<file path="config.mk">
export PLATFORM = sky130hd
export DESIGN_NAME = rlpwa_ctrl
export DESIGN_NICKNAME = d
export VERILOG_FILES = /design/src/design/rate_limited_pose_window_average_core_assert.svh /design/src/design/rlpwa_pkg.sv /design/src/design/rlpwa_ctrl.sv
export SDC_FILE = /design/constraint.sdc
export NUM_CORES = 1
export LEC_CHECK = 0
export BUFFER_PORTS_ARGS = -buffer_cell sky130_fd_sc_hd__buf_4
export CORE_AREA = 8 8 45 47
export CTS_CLUSTER_DIAMETER = 50
export DETAILED_ROUTE_END_ITERATION = 7
export DIE_AREA = 0 0 53 55
export GPL_ROUTABILITY_DRIVEN = 1
export PLACE_DENSITY = 0.65
export SLEW_MARGIN = 15
export SYNTH_ARGS = -nofsm -noshare
export SYNTH_HDL_FRONTEND = slang
export SYNTH_SLANG_ARGS = --single-unit
</file>
<file path="constraint.sdc">
create_clock -name clk -period 1.8 [get_ports clk]
set_input_delay 0.36 -clock clk [delete_from_list [all_inputs] [get_ports clk]]
set_output_delay 0.36 -clock clk [all_outputs]
set_load 0.01 [all_outputs]
</file>
<file path="src/design/rate_limited_pose_window_average_core_assert.svh">
// Assertion helpers for the pose window averager.
// Each macro expects clk and rst_n in scope.
`ifndef RATE_LIMITED_POSE_WINDOW_AVERAGE_CORE_ASSERT_SVH
`define RATE_LIMITED_POSE_WINDOW_AVERAGE_CORE_ASSERT_SVH

// Consequent checked in the same cycle.
`define RLPWA_ASSERT_NOW(label, ante, cons) \
    label: assert property (@(posedge clk) disable iff (!rst_n) (ante) |-> (cons)) \
        else $error("rlpwa: same-cycle check failed");

// Consequent checked in the next cycle.
`define RLPWA_ASSERT_NEXT(label, ante, cons) \
    label: assert property (@(posedge clk) disable iff (!rst_n) (ante) |=> (cons)) \
        else $error("rlpwa: next-cycle check failed");

`endif

</file>
<file path="src/design/rlpwa_pkg.sv">
package rlpwa_pkg;

    localparam int WINDOW_MAX = 64;
    localparam int WP_W       = $clog2(WINDOW_MAX);
    localparam int HELD_W     = $clog2(WINDOW_MAX + 1);

    localparam int TIME_W     = 32;
    localparam int PERIOD_W   = 16;
    localparam int WLEN_W     = 7;
    localparam int POS_W      = 32;
    localparam int ORI_W      = 16;

    localparam int CFG_IDX_W  = 1;
    localparam int CFG_DATA_W = 16;

    localparam logic [CFG_IDX_W-1:0] REG_WINDOW_LEN     = 1'b0;
    localparam logic [CFG_IDX_W-1:0] REG_PUBLISH_PERIOD = 1'b1;

    localparam logic [WLEN_W-1:0]   WLEN_RESET   = 7'd4;
    localparam logic [PERIOD_W-1:0] PERIOD_RESET = 16'd1;

    localparam int POS_LANES = 3;
    localparam int ORI_LANES = 4;
    localparam int NUM_LANES = POS_LANES + ORI_LANES;

    // accumulator width: one full window of position words
    localparam int SUM_W = POS_W + $clog2(WINDOW_MAX);
    // shared counter: window index during summing, bit index during divide
    localparam int CNT_W = (WINDOW_MAX > SUM_W) ? $clog2(WINDOW_MAX) : $clog2(SUM_W);

    typedef struct packed {
        logic [ORI_LANES-1:0][ORI_W-1:0] ori;
        logic [POS_LANES-1:0][POS_W-1:0] pos;
    } sample_t;

    typedef struct packed {
        logic accept;
        logic cnt_clr;
        logic cnt_inc;
        logic rd;
        logic acc;
        logic div_load;
        logic div_step;
        logic out_load;
    } cmd_t;

    typedef struct packed {
        logic hit;
        logic cnt_zero;
        logic sum_last;
        logic div_last;
    } status_t;

endpackage

</file>
<file path="src/design/rlpwa_ctrl.sv">
module rlpwa_ctrl
    import rlpwa_pkg::*;
(
    input  logic    clk,
    input  logic    rst_n,
    input  logic    in_valid,
    output logic    in_ready,
    output logic    out_valid,
    input  logic    out_ready,
    input  status_t status,
    output cmd_t    cmd
);

    typedef enum logic [5:0] {
        S_IDLE  = 6'b000001,
        S_SUM   = 6'b000010,
        S_DRAIN = 6'b000100,
        S_PREP  = 6'b001000,
        S_DIV   = 6'b010000,
        S_FIN   = 6'b100000
    } state_t;

    state_t state_reg;
    state_t state_next;
    logic   out_valid_reg;
    logic   out_valid_next;
    logic   out_free;

    assign out_free  = !out_valid_reg || out_ready;
    assign out_valid = out_valid_reg;

    always_comb
    begin
        state_next = state_reg;
        cmd        = '0;
        in_ready   = 1'b0;
        case (state_reg)
            S_IDLE:
            begin
                in_ready = 1'b1;
                if (in_valid)
                begin
                    cmd.accept  = 1'b1;
                    cmd.cnt_clr = 1'b1;
                    if (status.hit)
                    begin
                        state_next = S_SUM;
                    end
                end
            end
            S_SUM:
            begin
                // read data is registered, so it arrives in the cycle after its address
                cmd.rd  = 1'b1;
                cmd.acc = !status.cnt_zero;
                if (status.sum_last)
                begin
                    cmd.cnt_clr = 1'b1;
                    state_next  = S_DRAIN;
                end
                else
                begin
                    cmd.cnt_inc = 1'b1;
                end
            end
            S_DRAIN:
            begin
                cmd.acc    = 1'b1;
                state_next = S_PREP;
            end
            S_PREP:
            begin
                cmd.div_load = 1'b1;
                state_next   = S_DIV;
            end
            S_DIV:
            begin
                cmd.div_step = 1'b1;
                if (status.div_last)
                begin
                    cmd.cnt_clr = 1'b1;
                    state_next  = S_FIN;
                end
                else
                begin
                    cmd.cnt_inc = 1'b1;
                end
            end
            S_FIN:
            begin
                if (out_free)
                begin
                    cmd.out_load = 1'b1;
                    state_next   = S_IDLE;
                end
            end
            default:
            begin
                state_next = S_IDLE;
            end
        endcase
    end

    always_comb
    begin
        if (cmd.out_load)
        begin
            out_valid_next = 1'b1;
        end
        else if (out_ready)
        begin
            out_valid_next = 1'b0;
        end
        else
        begin
            out_valid_next = out_valid_reg;
        end
    end

    always_ff @(posedge clk or negedge rst_n)
    begin
        if (!rst_n)
        begin
            state_reg     <= S_IDLE;
            out_valid_reg <= 1'b0;
        end
        else
        begin
            state_reg     <= state_next;
            out_valid_reg <= out_valid_next;
        end
    end

endmodule

</file>
# Word-level counts from Yosys, hierarchy flattened
# Index checks and enable logic that the tools add are counted.
[totals]
reg_bits = 7
latch_bits = 0
ram_bits = 0
rom_bits = 0
in_bits = 8
out_inout_bits = 10
elab_cells = 41
memories = 0
[classes]
n_addsub = 0
mul = 0
div_mod_pow = 0
order_cmp = 0
eq_ne = 11
shift = 0
mux = 23
bitwise_logic = 0
n_reduce_logical = 5
[op_table]
columns = ["operator", "n"]
rows = [
  ["case mux 6 bit (6 select lines)", 1],
  ["two-way mux 6 bit", 5],
  ["two-way mux 1 bit", 13],
  ["inequality test 2 bit (second input constant)", 5],
  ["== test 6 x 1 -> 1 bit (second input constant)", 1],
  ["== test 6 x 2 -> 1 bit (second input constant)", 1],
  ["== test 6 x 3 -> 1 bit (second input constant)", 1],
  ["== test 6 x 4 -> 1 bit (second input constant)", 1],
  ["== test 6 x 5 -> 1 bit (second input constant)", 1],
  ["== test 6 bit (second input constant)", 1],
  ["AND reduction 5 bit", 1],
  ["case mux 1 bit (2 select lines)", 2],
  ["case mux 1 bit (3 select lines)", 1],
  ["logical NOT 1 bit", 2],
  ["two-way mux 2 bit", 1],
  ["nonzero test 2 bit", 1],
  ["logical OR 1 bit", 1],
]

# Longest topological paths before layout
# Gate-level depths: netlist (run 1).
[logic_depth]
ltp_word = 5
depth_mapped = 6

# Least setup slack after synthesis (run 1)
# No wires, ideal clock.
[synth_path]
path_type = "register to output"
from = "register state_reg[4]"
to = "output port cmd[6] (netlist bit)"
t_arrival_ps = 1335
required_time_ps = 1440
setup_slack_ps = 105
path_stages_with_launch = 6
cell_sequence = "dfrtp_1 buf_2 nor3_2 and4bb_4 and2_4 or3b_1"
[synth_lines]
columns = ["item", "line", "text"]
rows = [
  ["start, declared", "rlpwa_ctrl.sv:23", "state_t state_reg;"],
  ["start signal, assigned", "rlpwa_ctrl.sv:129", "state_reg <= state_next;"],
  ["end, declared", "rlpwa_ctrl.sv:11", "output cmd_t cmd"],
]

==> reports/metrics.csv, run 1 <==
metric;value;unit
DP Area;604;sq um
clk sinks;7;
maximum capacitance violations;0;
internal power;0.499;mW
Die Width;53;um
clk_skew;0.000251;ns
Synth warnings;0;
Final Hold Violating Endpoints;0;
Pleak;0.368;nW
Seq pwr share;0.293;
clock slew at reported path FFs;0.05;ns
Hold WC Path Type;primary input to register;
critical path's slowest cell;dfstp_2;
FP Rows;14;
Setup CP Type;register to output pin;
detailed-route via count;463;
most frequent cells in the layout;24 x buf_4, 7 x nor2_1, 5 x dfrtp_1;
final instance area;729;sq um
WP data arrival;1.62;ns
Synth Instances;47;
Psw;0.226;mW
crit path launch type;register;
share of layout cells above drive strength 1;0.564;
Initial Util;0.312;
Worst Tran Pin Value;0.333;ns
Max VDD drop;0.000614;V
final net count;87;
CTS tree;done;
Seq/Total Area, Yosys;0.409;
filler cell count;138;
clock buffer depth;2;
Worst path max stage delay;0.55;ns
relative slew slack;0.778;
1st-iter DRT viols;6;
min Tclk post-route;1.98;ns
gpl congestion;0.838;
Ports;18;
CP Max Fanout;3;
clock network power share;0.198;
DR DRC count;0;
drt total wl;1.27;mm
Synth Flop Type;dfrtp_1;
antenna-violating nets left;0;
final setup margin;-0.176;ns
Synth cell types;28;
Die ar.;2920;sq um
routed length per instance;13.5;um
cells along the critical path;nand4bb_4 -> inv_2 -> and2_4 -> or3b_4 -> buf_6;
CTS Buf Count;3;
Comb pwr share;0.509;
Synth Area per Inst;9.18;sq um
Post-synth EDFFs;0;
Final Max Tran Viols;0;
pre-CTS WS;0.0286;ns
CTS Root Cell;clkbuf_4;
vias in the first global route;448;
buffers added on ports;17;
Crit. End Element;output pin;
core area;1380;sq um
Die Y;55;um
Multi-input gate area;263;sq um
RSZ-0062 raised after global routing;yes;
max reg flops;6;
via/cell ratio;4.93;
PD cells;994;nW/um^2
Area growth syn-to-layout;69.0;%
largest net degree at the start of global routing;8;
First-pass DRT Iterations;3;
Synth top area share;0.348;
syn_nets;55;
Final setup viols;3;
Synth async-reset ratio;1.00;
Max Freq;506;MHz
Max H-tree Level;1;
status;finished, violations left;
Synth area leaders;dfrtp_1 35%, dfstp_2 6.1%, nor2_1 6.1%;
clk_lat worst skew;0.25;ns
violated checks;setup timing;
synthesized cell area;432;sq um
final core occ;0.527;
Req. time, crit path;1.44;ns
final setup TNS;-0.338;ns
dominant cell type by area after synthesis;dfrtp_1;
gr usage total;0.0914;
ant diodes;0;
post-DP HPWL;959;um
initial antenna violation count;0;
Reg area;178;sq um
most common cell after layout, fill and taps aside;buf_4;
flops & latches, synth;7;
Final Cycle Share;1.10;
Switching Fraction;0.311;
first-pass GRT wire length;1.93;mm
total congestion overflow;0;
[critical path: cells and delay by family, from the launching register on]
| family | cells | cell delay (ns) |
|---|---|---|
| DFF | 1 | 0.55 |
| buffers and inverters | 2 | 0.17 |
| and+or+nand+nor | 3 | 0.64 |
[routing by layer]
metal	track usage	vias to the layer above	routed length, um
li1	-	224	-
met1	0.0977	227	524
met2	0.152	10	669
met3	0.0267	2	48
met4	0.0647	0	26
met5	0	-	0
[worst paths after layout]
path                       cells after the start                  endpoint  slack (ns)                      from
max                                            5                    cmd[6]       -0.18  state_reg[0]$_DFFE_PN1P_
max reg2reg                                    5  state_reg[0]$_DFFE_PN1P_        0.46  state_reg[3]$_DFFE_PN0P_
min reg2reg                                    2     out_valid$_DFFE_PN0P_        0.58     out_valid$_DFFE_PN0P_
max in group asynchronous                      2  state_reg[0]$_DFFE_PN1P_        1.14                     rst_n
min                                            4  state_reg[0]$_DFFE_PN1P_        0.34                 status[3]
min in group asynchronous                      2     out_valid$_DFFE_PN0P_        0.45                     rst_n
[kinds of logic (layout without fill, tap and decap cells)]
family | Yosys count | after routing | synth area share
xor+xnor | 1 | 1 | 0.0203
simple gates | 27 | 27 | 0.388
mux | 1 | 1 | 0.0232
buf+inv | 4 | 35 | 0.0464
flops | 7 | 7 | 0.409
compound gates | 7 | 7 | 0.113
[power by group through the flow]
| stage | Clock [mW] | Combinational [mW] | Sequential (mW) |
|---|---|---|---|
| after CTS | 0.150 | 0.364 | 0.210 |
| after global routing | 0.157 | 0.397 | 0.214 |
| after detailed placement | 0 | 0.286 | 0.212 |
| after floorplan | 0 | 0.157 | 0.208 |
| after global placement | 0 | 0.285 | 0.210 |
| final | 0.144 | 0.369 | 0.212 |
[stage by stage]
step                instances  power [mW]  hold WS, ns
floorplan                  47       0.365       0.0644
global placement           83       0.495        0.178
detailed placement         83       0.498        0.177
CTS                        92       0.723        0.338
global route               94       0.769        0.352
finish                     94       0.725        0.344
[cell usage after synthesis, types with 2 or more instances]
| master | n |
|---|---|
| dfrtp_1 | 6 |
| inv_1 | 2 |
| nor3_1 | 2 |
| nand3_1 | 2 |
| nand2b_1 | 2 |
| o21ai_0 | 2 |
| nand2_1 | 4 |
| nor2_1 | 7 |
[repair_timing]
action                                  4_1_cts  5_1_grt
gates resized for setup                       9        4
pin swaps                                     5        3
hold buffers                                  1        0
hold endpoints to repair                      6        0
setup buffers                                 4        3
endpoints found under the setup margin        5        6
[layout make-up]
| type | count | share of cell area |
|---|---|---|
| multi-input combinational | 36 | 0.360 |
| timing repair buffer | 29 | 0.322 |
| sequential | 7 | 0.244 |
| clock buffer | 4 | 0.0360 |
| tap | 16 | 0.0274 |
| inverter | 2 | 0.0103 |
(Power assumes the default switching activity.)
==> run 2, diff against run 1 <==
Settings changed: CTS_BUF_LIST set to sky130_fd_sc_hd__clkbuf_2.
==> reports/metrics.csv, run 2 (synthesis results as in run 1) <==
metric;value;unit;change
status;finished, violations left;;unchanged
violated checks;setup timing;;unchanged
Initial Util;0.312;;unchanged
Area growth syn-to-layout;69.3;%;was 69.0%
Max VDD drop;0.000570;V;was 0.000614 V
Final Max Tran Viols;0;;unchanged
detailed-route via count;473;;was 463
final net count;88;;was 87
max reg flops;6;;unchanged
Ports;18;;unchanged
Worst path max stage delay;0.56;ns;was 0.55 ns
Final Hold Violating Endpoints;0;;unchanged
Setup CP Type;register to output pin;;unchanged
final setup margin;-0.167;ns;was -0.176 ns
ant diodes;0;;unchanged
cells along the critical path;nand4bb_4 -> inv_2 -> and2_4 -> or3b_4 -> buf_6;;unchanged
Worst Tran Pin Value;0.326;ns;was 0.333 ns
via/cell ratio;4.98;;was 4.93
non-filler instance count after layout;95;;was 94
post-DP HPWL;959;um;unchanged
antenna-violating nets left;0;;unchanged
Crit. End Element;output pin;;unchanged
initial antenna violation count;0;;unchanged
clk_lat worst skew;0.23;ns;was 0.25 ns
clock slew at reported path FFs;0.07;ns;was 0.05 ns
clk_skew;0.000276;ns;was 0.000251 ns
Bufs and invs on worst path;2;;unchanged
Final setup viols;4;;was 3
most frequent cells in the layout;25 x buf_4, 7 x nor2_1, 5 x dfrtp_1;;was 24 x buf_4, 7 x nor2_1, 5 x dfrtp_1
pre-CTS WS;0.0286;ns;unchanged
reg-to-reg setup timing slack;0.45;ns;was 0.46 ns
DP Cell Count;83;;unchanged
Pleak;0.375;nW;was 0.368 nW
CTS tree;done;;unchanged
clk sinks;7;;unchanged
First-pass DRT Iterations;4;;was 3
Max Freq;508;MHz;was 506 MHz
min Tclk post-route;1.97;ns;was 1.98 ns
buffers added on ports;17;;unchanged
gpl congestion;0.838;;unchanged
routed length per instance;13.6;um;was 13.5 um
critical path's slowest cell;dfstp_2;;unchanged
Hold WC Path Type;primary input to register;;unchanged
first-pass GRT wire length;1.95;mm;was 1.93 mm
Final Hold Slack;0.356;ns;was 0.344 ns
most common cell after layout, fill and taps aside;buf_4;;unchanged
DR DRC count;0;;unchanged
vias in the first global route;450;;was 448
RSZ-0062 raised after global routing;yes;;unchanged
WP data arrival;1.61;ns;was 1.62 ns
1st-iter DRT viols;9;;was 6
largest net degree at the start of global routing;8;;unchanged
drt total wl;1.29;mm;was 1.27 mm
total congestion overflow;0;;unchanged
CTS Buf Count;3;;unchanged
CP Max Fanout;3;;unchanged
Req. time, crit path;1.44;ns;about the same
Max H-tree Level;1;;unchanged
CTS Root Cell;clkbuf_2;;was clkbuf_4
PD cells;966;nW/um^2;was 994 nW/um^2
final setup TNS;-0.375;ns;was -0.338 ns
relative slew slack;0.782;;was 0.778
critical path's top delay family;simple AND/OR/NAND/NOR gates;;unchanged
Final Cycle Share;1.09;;was 1.10
Die ar.;2920;sq um;unchanged
crit path launch type;register;;unchanged
clock buffer depth;2;;unchanged
FP Rows;14;;unchanged
maximum capacitance violations;0;;unchanged
gr usage total;0.0925;;was 0.0914
share of layout cells above drive strength 1;0.582;;was 0.564
Die Width;53;um;unchanged
Die Y;55;um;unchanged
core area;1380;sq um;unchanged
Tot Pwr;0.706;mW;was 0.725 mW
run 2: cell count changes in the layout (fill, tap and decap cells not counted), sizes merged:
cell  before  now
buf       28   29
run 2: power by group:
part	leakage [nW]	switching (mW)	total, mW	internal (mW)
sequential	0.0921	0.0255	0.211	0.186
combinational	0.266	0.141	0.375	0.233
clock	0.0166	0.0607	0.120	0.0591
total	0.375	0.228	0.706	0.478
run 2: metrics by stage:
| step | area [sq um] | util |
|---|---|---|
| after floorplan | 432 | - |
| after global placement | 604 | 0.437 |
| after detailed placement | 604 | 0.437 |
| after CTS | 699 | 0.505 |
| after global routing | 731 | 0.528 |
| final | 731 | 0.528 |
run 2: per-layer routing:
metal / up-vias / GRT usage / wire, um
li1: 227 / - / -
met1: 230 / 0.101 / 514
met2: 14 / 0.152 / 686
met3: 2 / 0.0267 / 62
met4: 0 / 0.0647 / 26
met5: - / 0 / 0
run 2: worst register-to-register path: stages, from the launching register on:
cell	delay, ns
dfrtp_1	0.41
buf_4	0.16
buf_4	0.13
mux2i_1	0.12
nor3b_1	0.09
o41ai_1	0.34
run 2: final cells by class:
| class | instances | area, sq um |
|---|---|---|
| clock buffers | 4 | 20.0 |
| fillers | 137 | 653 |
| inverters | 2 | 7.51 |
| multi-input cells | 36 | 263 |
| flip-flops and latches | 7 | 178 |
| well taps | 16 | 20.0 |
| repair buffers | 30 | 243 |
run 2: worst paths after layout:
path | startpoint | to | depth (start not counted)
setup reg to reg | state_reg[3]$_DFFE_PN0P_ | state_reg[0]$_DFFE_PN1P_ | 5
max in group asynchronous | rst_n | state_reg[0]$_DFFE_PN1P_ | 2
min in group asynchronous | rst_n | state_reg[5]$_DFFE_PN0P_ | 2
hold reg to reg | out_valid$_DFFE_PN0P_ | out_valid$_DFFE_PN0P_ | 2
hold / removal | status[3] | state_reg[0]$_DFFE_PN1P_ | 4
setup / recovery | state_reg[0]$_DFFE_PN1P_ | cmd[6] | 5
run 2: repair_timing:
action | CTS | global route
setup buffers | 4 | 3
endpoints found under the setup margin | 4 | 6
endpoints found under the hold margin | 6 | 0
pin swaps | 5 | 3
hold buffers | 1 | 0
gates resized for setup | 8 | 4
cloned | 0 | 0
==> run 3, diff against run 2 <==
Settings changed: ABC_AREA set to 1.
==> reports/metrics.csv, run 3 <==
metric;value;unit;change
via/cell ratio;4.91;;was 4.98
clk_lat worst skew;0.24;ns;was 0.23 ns
Max Freq;557;MHz;was 508 MHz
R2R Path Start;state_reg[3]$_DFFE_PN0P_;;unchanged
Initial Util;0.313;;was 0.312
Area growth syn-to-layout;59.0;%;was 69.3%
final net count;98;;was 88
Post-synth EDFFs;0;;unchanged
drt total wl;1.26;mm;was 1.29 mm
CTS Root Cell;clkbuf_2;;unchanged
Worst Tran Pin Value;0.181;ns;was 0.326 ns
DP Cell Count;94;;was 83
Synth Flop Type;dfrtp_1;;unchanged
dominant cell type by area after synthesis;dfrtp_1;;unchanged
clock slew at reported path FFs;0.10;ns;was 0.07 ns
final setup TNS;0;ns;was -0.375 ns
Final setup viols;0;;was 4
clk sinks;7;;unchanged
synthesized cell area;433;sq um;was 432 sq um
Synth Area per Inst;6.98;sq um;was 9.18 sq um
Synth warnings;0;;unchanged
Final Hold Violating Endpoints;0;;unchanged
crit path launch type;register;;unchanged
detailed-route via count;516;;was 473
hold path depth;2;;was 4
Reg2Reg Depth;7;;was 5
Die Width;53;um;unchanged
largest net degree at the start of global routing;9;;was 8
status;completed;;was finished, violations left
filler cell count;132;;was 137
Tot Pwr;0.852;mW;was 0.706 mW
Synth area leaders;dfrtp_1 35%, inv_1 11%, nand2_1 11%;;was dfrtp_1 35%, dfstp_2 6.1%, nor2_1 6.1%
Req. time, crit path;1.44;ns;about the same
gpl congestion;0.863;;was 0.838
CP Max Fanout;5;;was 3
Synth cell types;13;;was 28
non-filler instance count after layout;105;;was 95
reg-to-reg setup timing slack;0.47;ns;was 0.45 ns
WHS Endpoint;out_valid$_DFFE_PN0P_;;was state_reg[0]$_DFFE_PN1P_
routed length per instance;12.0;um;was 13.6 um
share of layout cells above drive strength 1;0.494;;was 0.582
syn_nets;70;;was 55
antenna-violating nets left;0;;unchanged
Final Max Tran Viols;0;;unchanged
Setup CP Type;register to output pin;;unchanged
CTS tree;done;;unchanged
Crit. End Element;output pin;;unchanged
most common cell after layout, fill and taps aside;buf_4;;unchanged
most frequent cells in the layout;22 x buf_4, 12 x inv_1, 11 x nand2_1;;was 25 x buf_4, 7 x nor2_1, 5 x dfrtp_1
relative slew slack;0.879;;was 0.782
vias in the first global route;446;;was 450
max reg flops;6;;unchanged
clock buffer depth;2;;unchanged
Final Cycle Share;0.997;;was 1.09
final setup margin;0.00589;ns;was -0.167 ns
Max H-tree Level;1;;unchanged
Synth async-reset ratio;1.00;;unchanged
Max VDD drop;0.000771;V;was 0.000570 V
first-pass GRT wire length;1.89;mm;was 1.95 mm
Synth top cells by count;13 x inv_1, 13 x nand2_1, 7 x nand3_1, 7 x nor2_1, 6 x dfrtp_1;;was 7 x nor2_1, 6 x dfrtp_1, 4 x nand2_1
flops & latches, synth;7;;unchanged
gr usage total;0.0880;;was 0.0925
Synth top area share;0.347;;was 0.348
ant diodes;0;;unchanged
total congestion overflow;0;;unchanged
Worst R2R End;state_reg[1]$_DFFE_PN0P_;;was state_reg[0]$_DFFE_PN1P_
Die ar.;2920;sq um;unchanged
buffers added on ports;17;;unchanged
Die Y;55;um;unchanged
worst hold start;out_ready;;was status[3]
WP data arrival;1.43;ns;was 1.61 ns
Hold WC Path Type;primary input to register;;unchanged
Seq/Total Area, Yosys;0.408;;was 0.409
FP Rows;14;;unchanged
CTS Buf Count;3;;unchanged
post-DP HPWL;927;um;was 959 um
min Tclk post-route;1.79;ns;was 1.97 ns
initial antenna violation count;0;;unchanged
pre-CTS WS;0.307;ns;was 0.0286 ns
clk_skew;0.0166;ns;was 0.000276 ns
DR DRC count;0;;unchanged
First-pass DRT Iterations;4;;unchanged
Ports;18;;unchanged
maximum capacitance violations;0;;unchanged
core area;1380;sq um;unchanged
Synth Instances;62;;was 47
1st-iter DRT viols;12;;was 9
Pleak;0.435;nW;was 0.375 nW
RSZ-0062 raised after global routing;yes;;unchanged
PD cells;1240;nW/um^2;was 966 nW/um^2
-- run 3: per-stage QoR --
step	utilization	area [sq um]	hold WS, ns
final	0.497	688	0.343
after CTS	0.436	603	0.330
after global routing	0.497	688	0.356
after floorplan	-	433	0.0644
after detailed placement	0.414	573	0.183
after global placement	0.414	573	0.179
-- run 3: worst max path at each step --
| stage | endpoint | from | slack (ns) |
|---|---|---|---|
| after floorplan | cmd[6] | state_reg[0]$_DFFE_PN1P_ | 0.41 |
| after global placement | cmd[6] | state_reg[1]$_DFFE_PN0P_ | 0.32 |
| after detailed placement | cmd[6] | state_reg[1]$_DFFE_PN0P_ | 0.31 |
| after CTS | cmd[6] | state_reg[1]$_DFFE_PN0P_ | 0.03 |
| after global routing | cmd[5] | state_reg[3]$_DFFE_PN0P_ | -0.004 |
| final | cmd[5] | state_reg[3]$_DFFE_PN0P_ | 0.006 |
-- run 3: cells by family after synthesis --
| group | after synthesis | share of synthesized area |
|---|---|---|
| buffers and inverters | 16 | 0.147 |
| AOI/OAI and AO/OA | 2 | 0.0231 |
| DFF | 7 | 0.408 |
| and+or+nand+nor | 37 | 0.422 |
-- run 3: report_power, final --
part | switching [mW] | internal (mW) | total (mW)
clock network | 0.0674 | 0.0590 | 0.126
logic | 0.248 | 0.232 | 0.480
registers | 0.0466 | 0.199 | 0.246
total | 0.362 | 0.490 | 0.852
-- run 3: worst max-delay path: stages (launching register included) --
cell and delay [ns]:
dfrtp_1 0.43, nor2_4 0.19, buf_4 0.15, nand4_1 0.14, nand2_1 0.15, buf_4 0.13
-- run 3: timing repair --
item	in CTS	in global routing
hold buffers	1	0
setup endpoints to repair	0	3
gates resized for setup	0	12
buffers inserted	0	6
hold endpoints to repair	6	0
-- run 3: metal layers --
layer,part of all wire,track usage
met5,0,0
met4,0.047,0.0776
met3,0.077,0.0187
met2,0.46,0.137
met1,0.42,0.100
-- run 3: layout make-up --
type                            instances  area (sq um)  area share
Inverter                               15          56.3      0.0818
Sequential cell                         7           178       0.258
Multi-Input combinational cell         39           228       0.331
Timing Repair Buffer                   24           186       0.271
Clock buffer                            4          20.0      0.0291
Tap cell                               16          20.0      0.0291
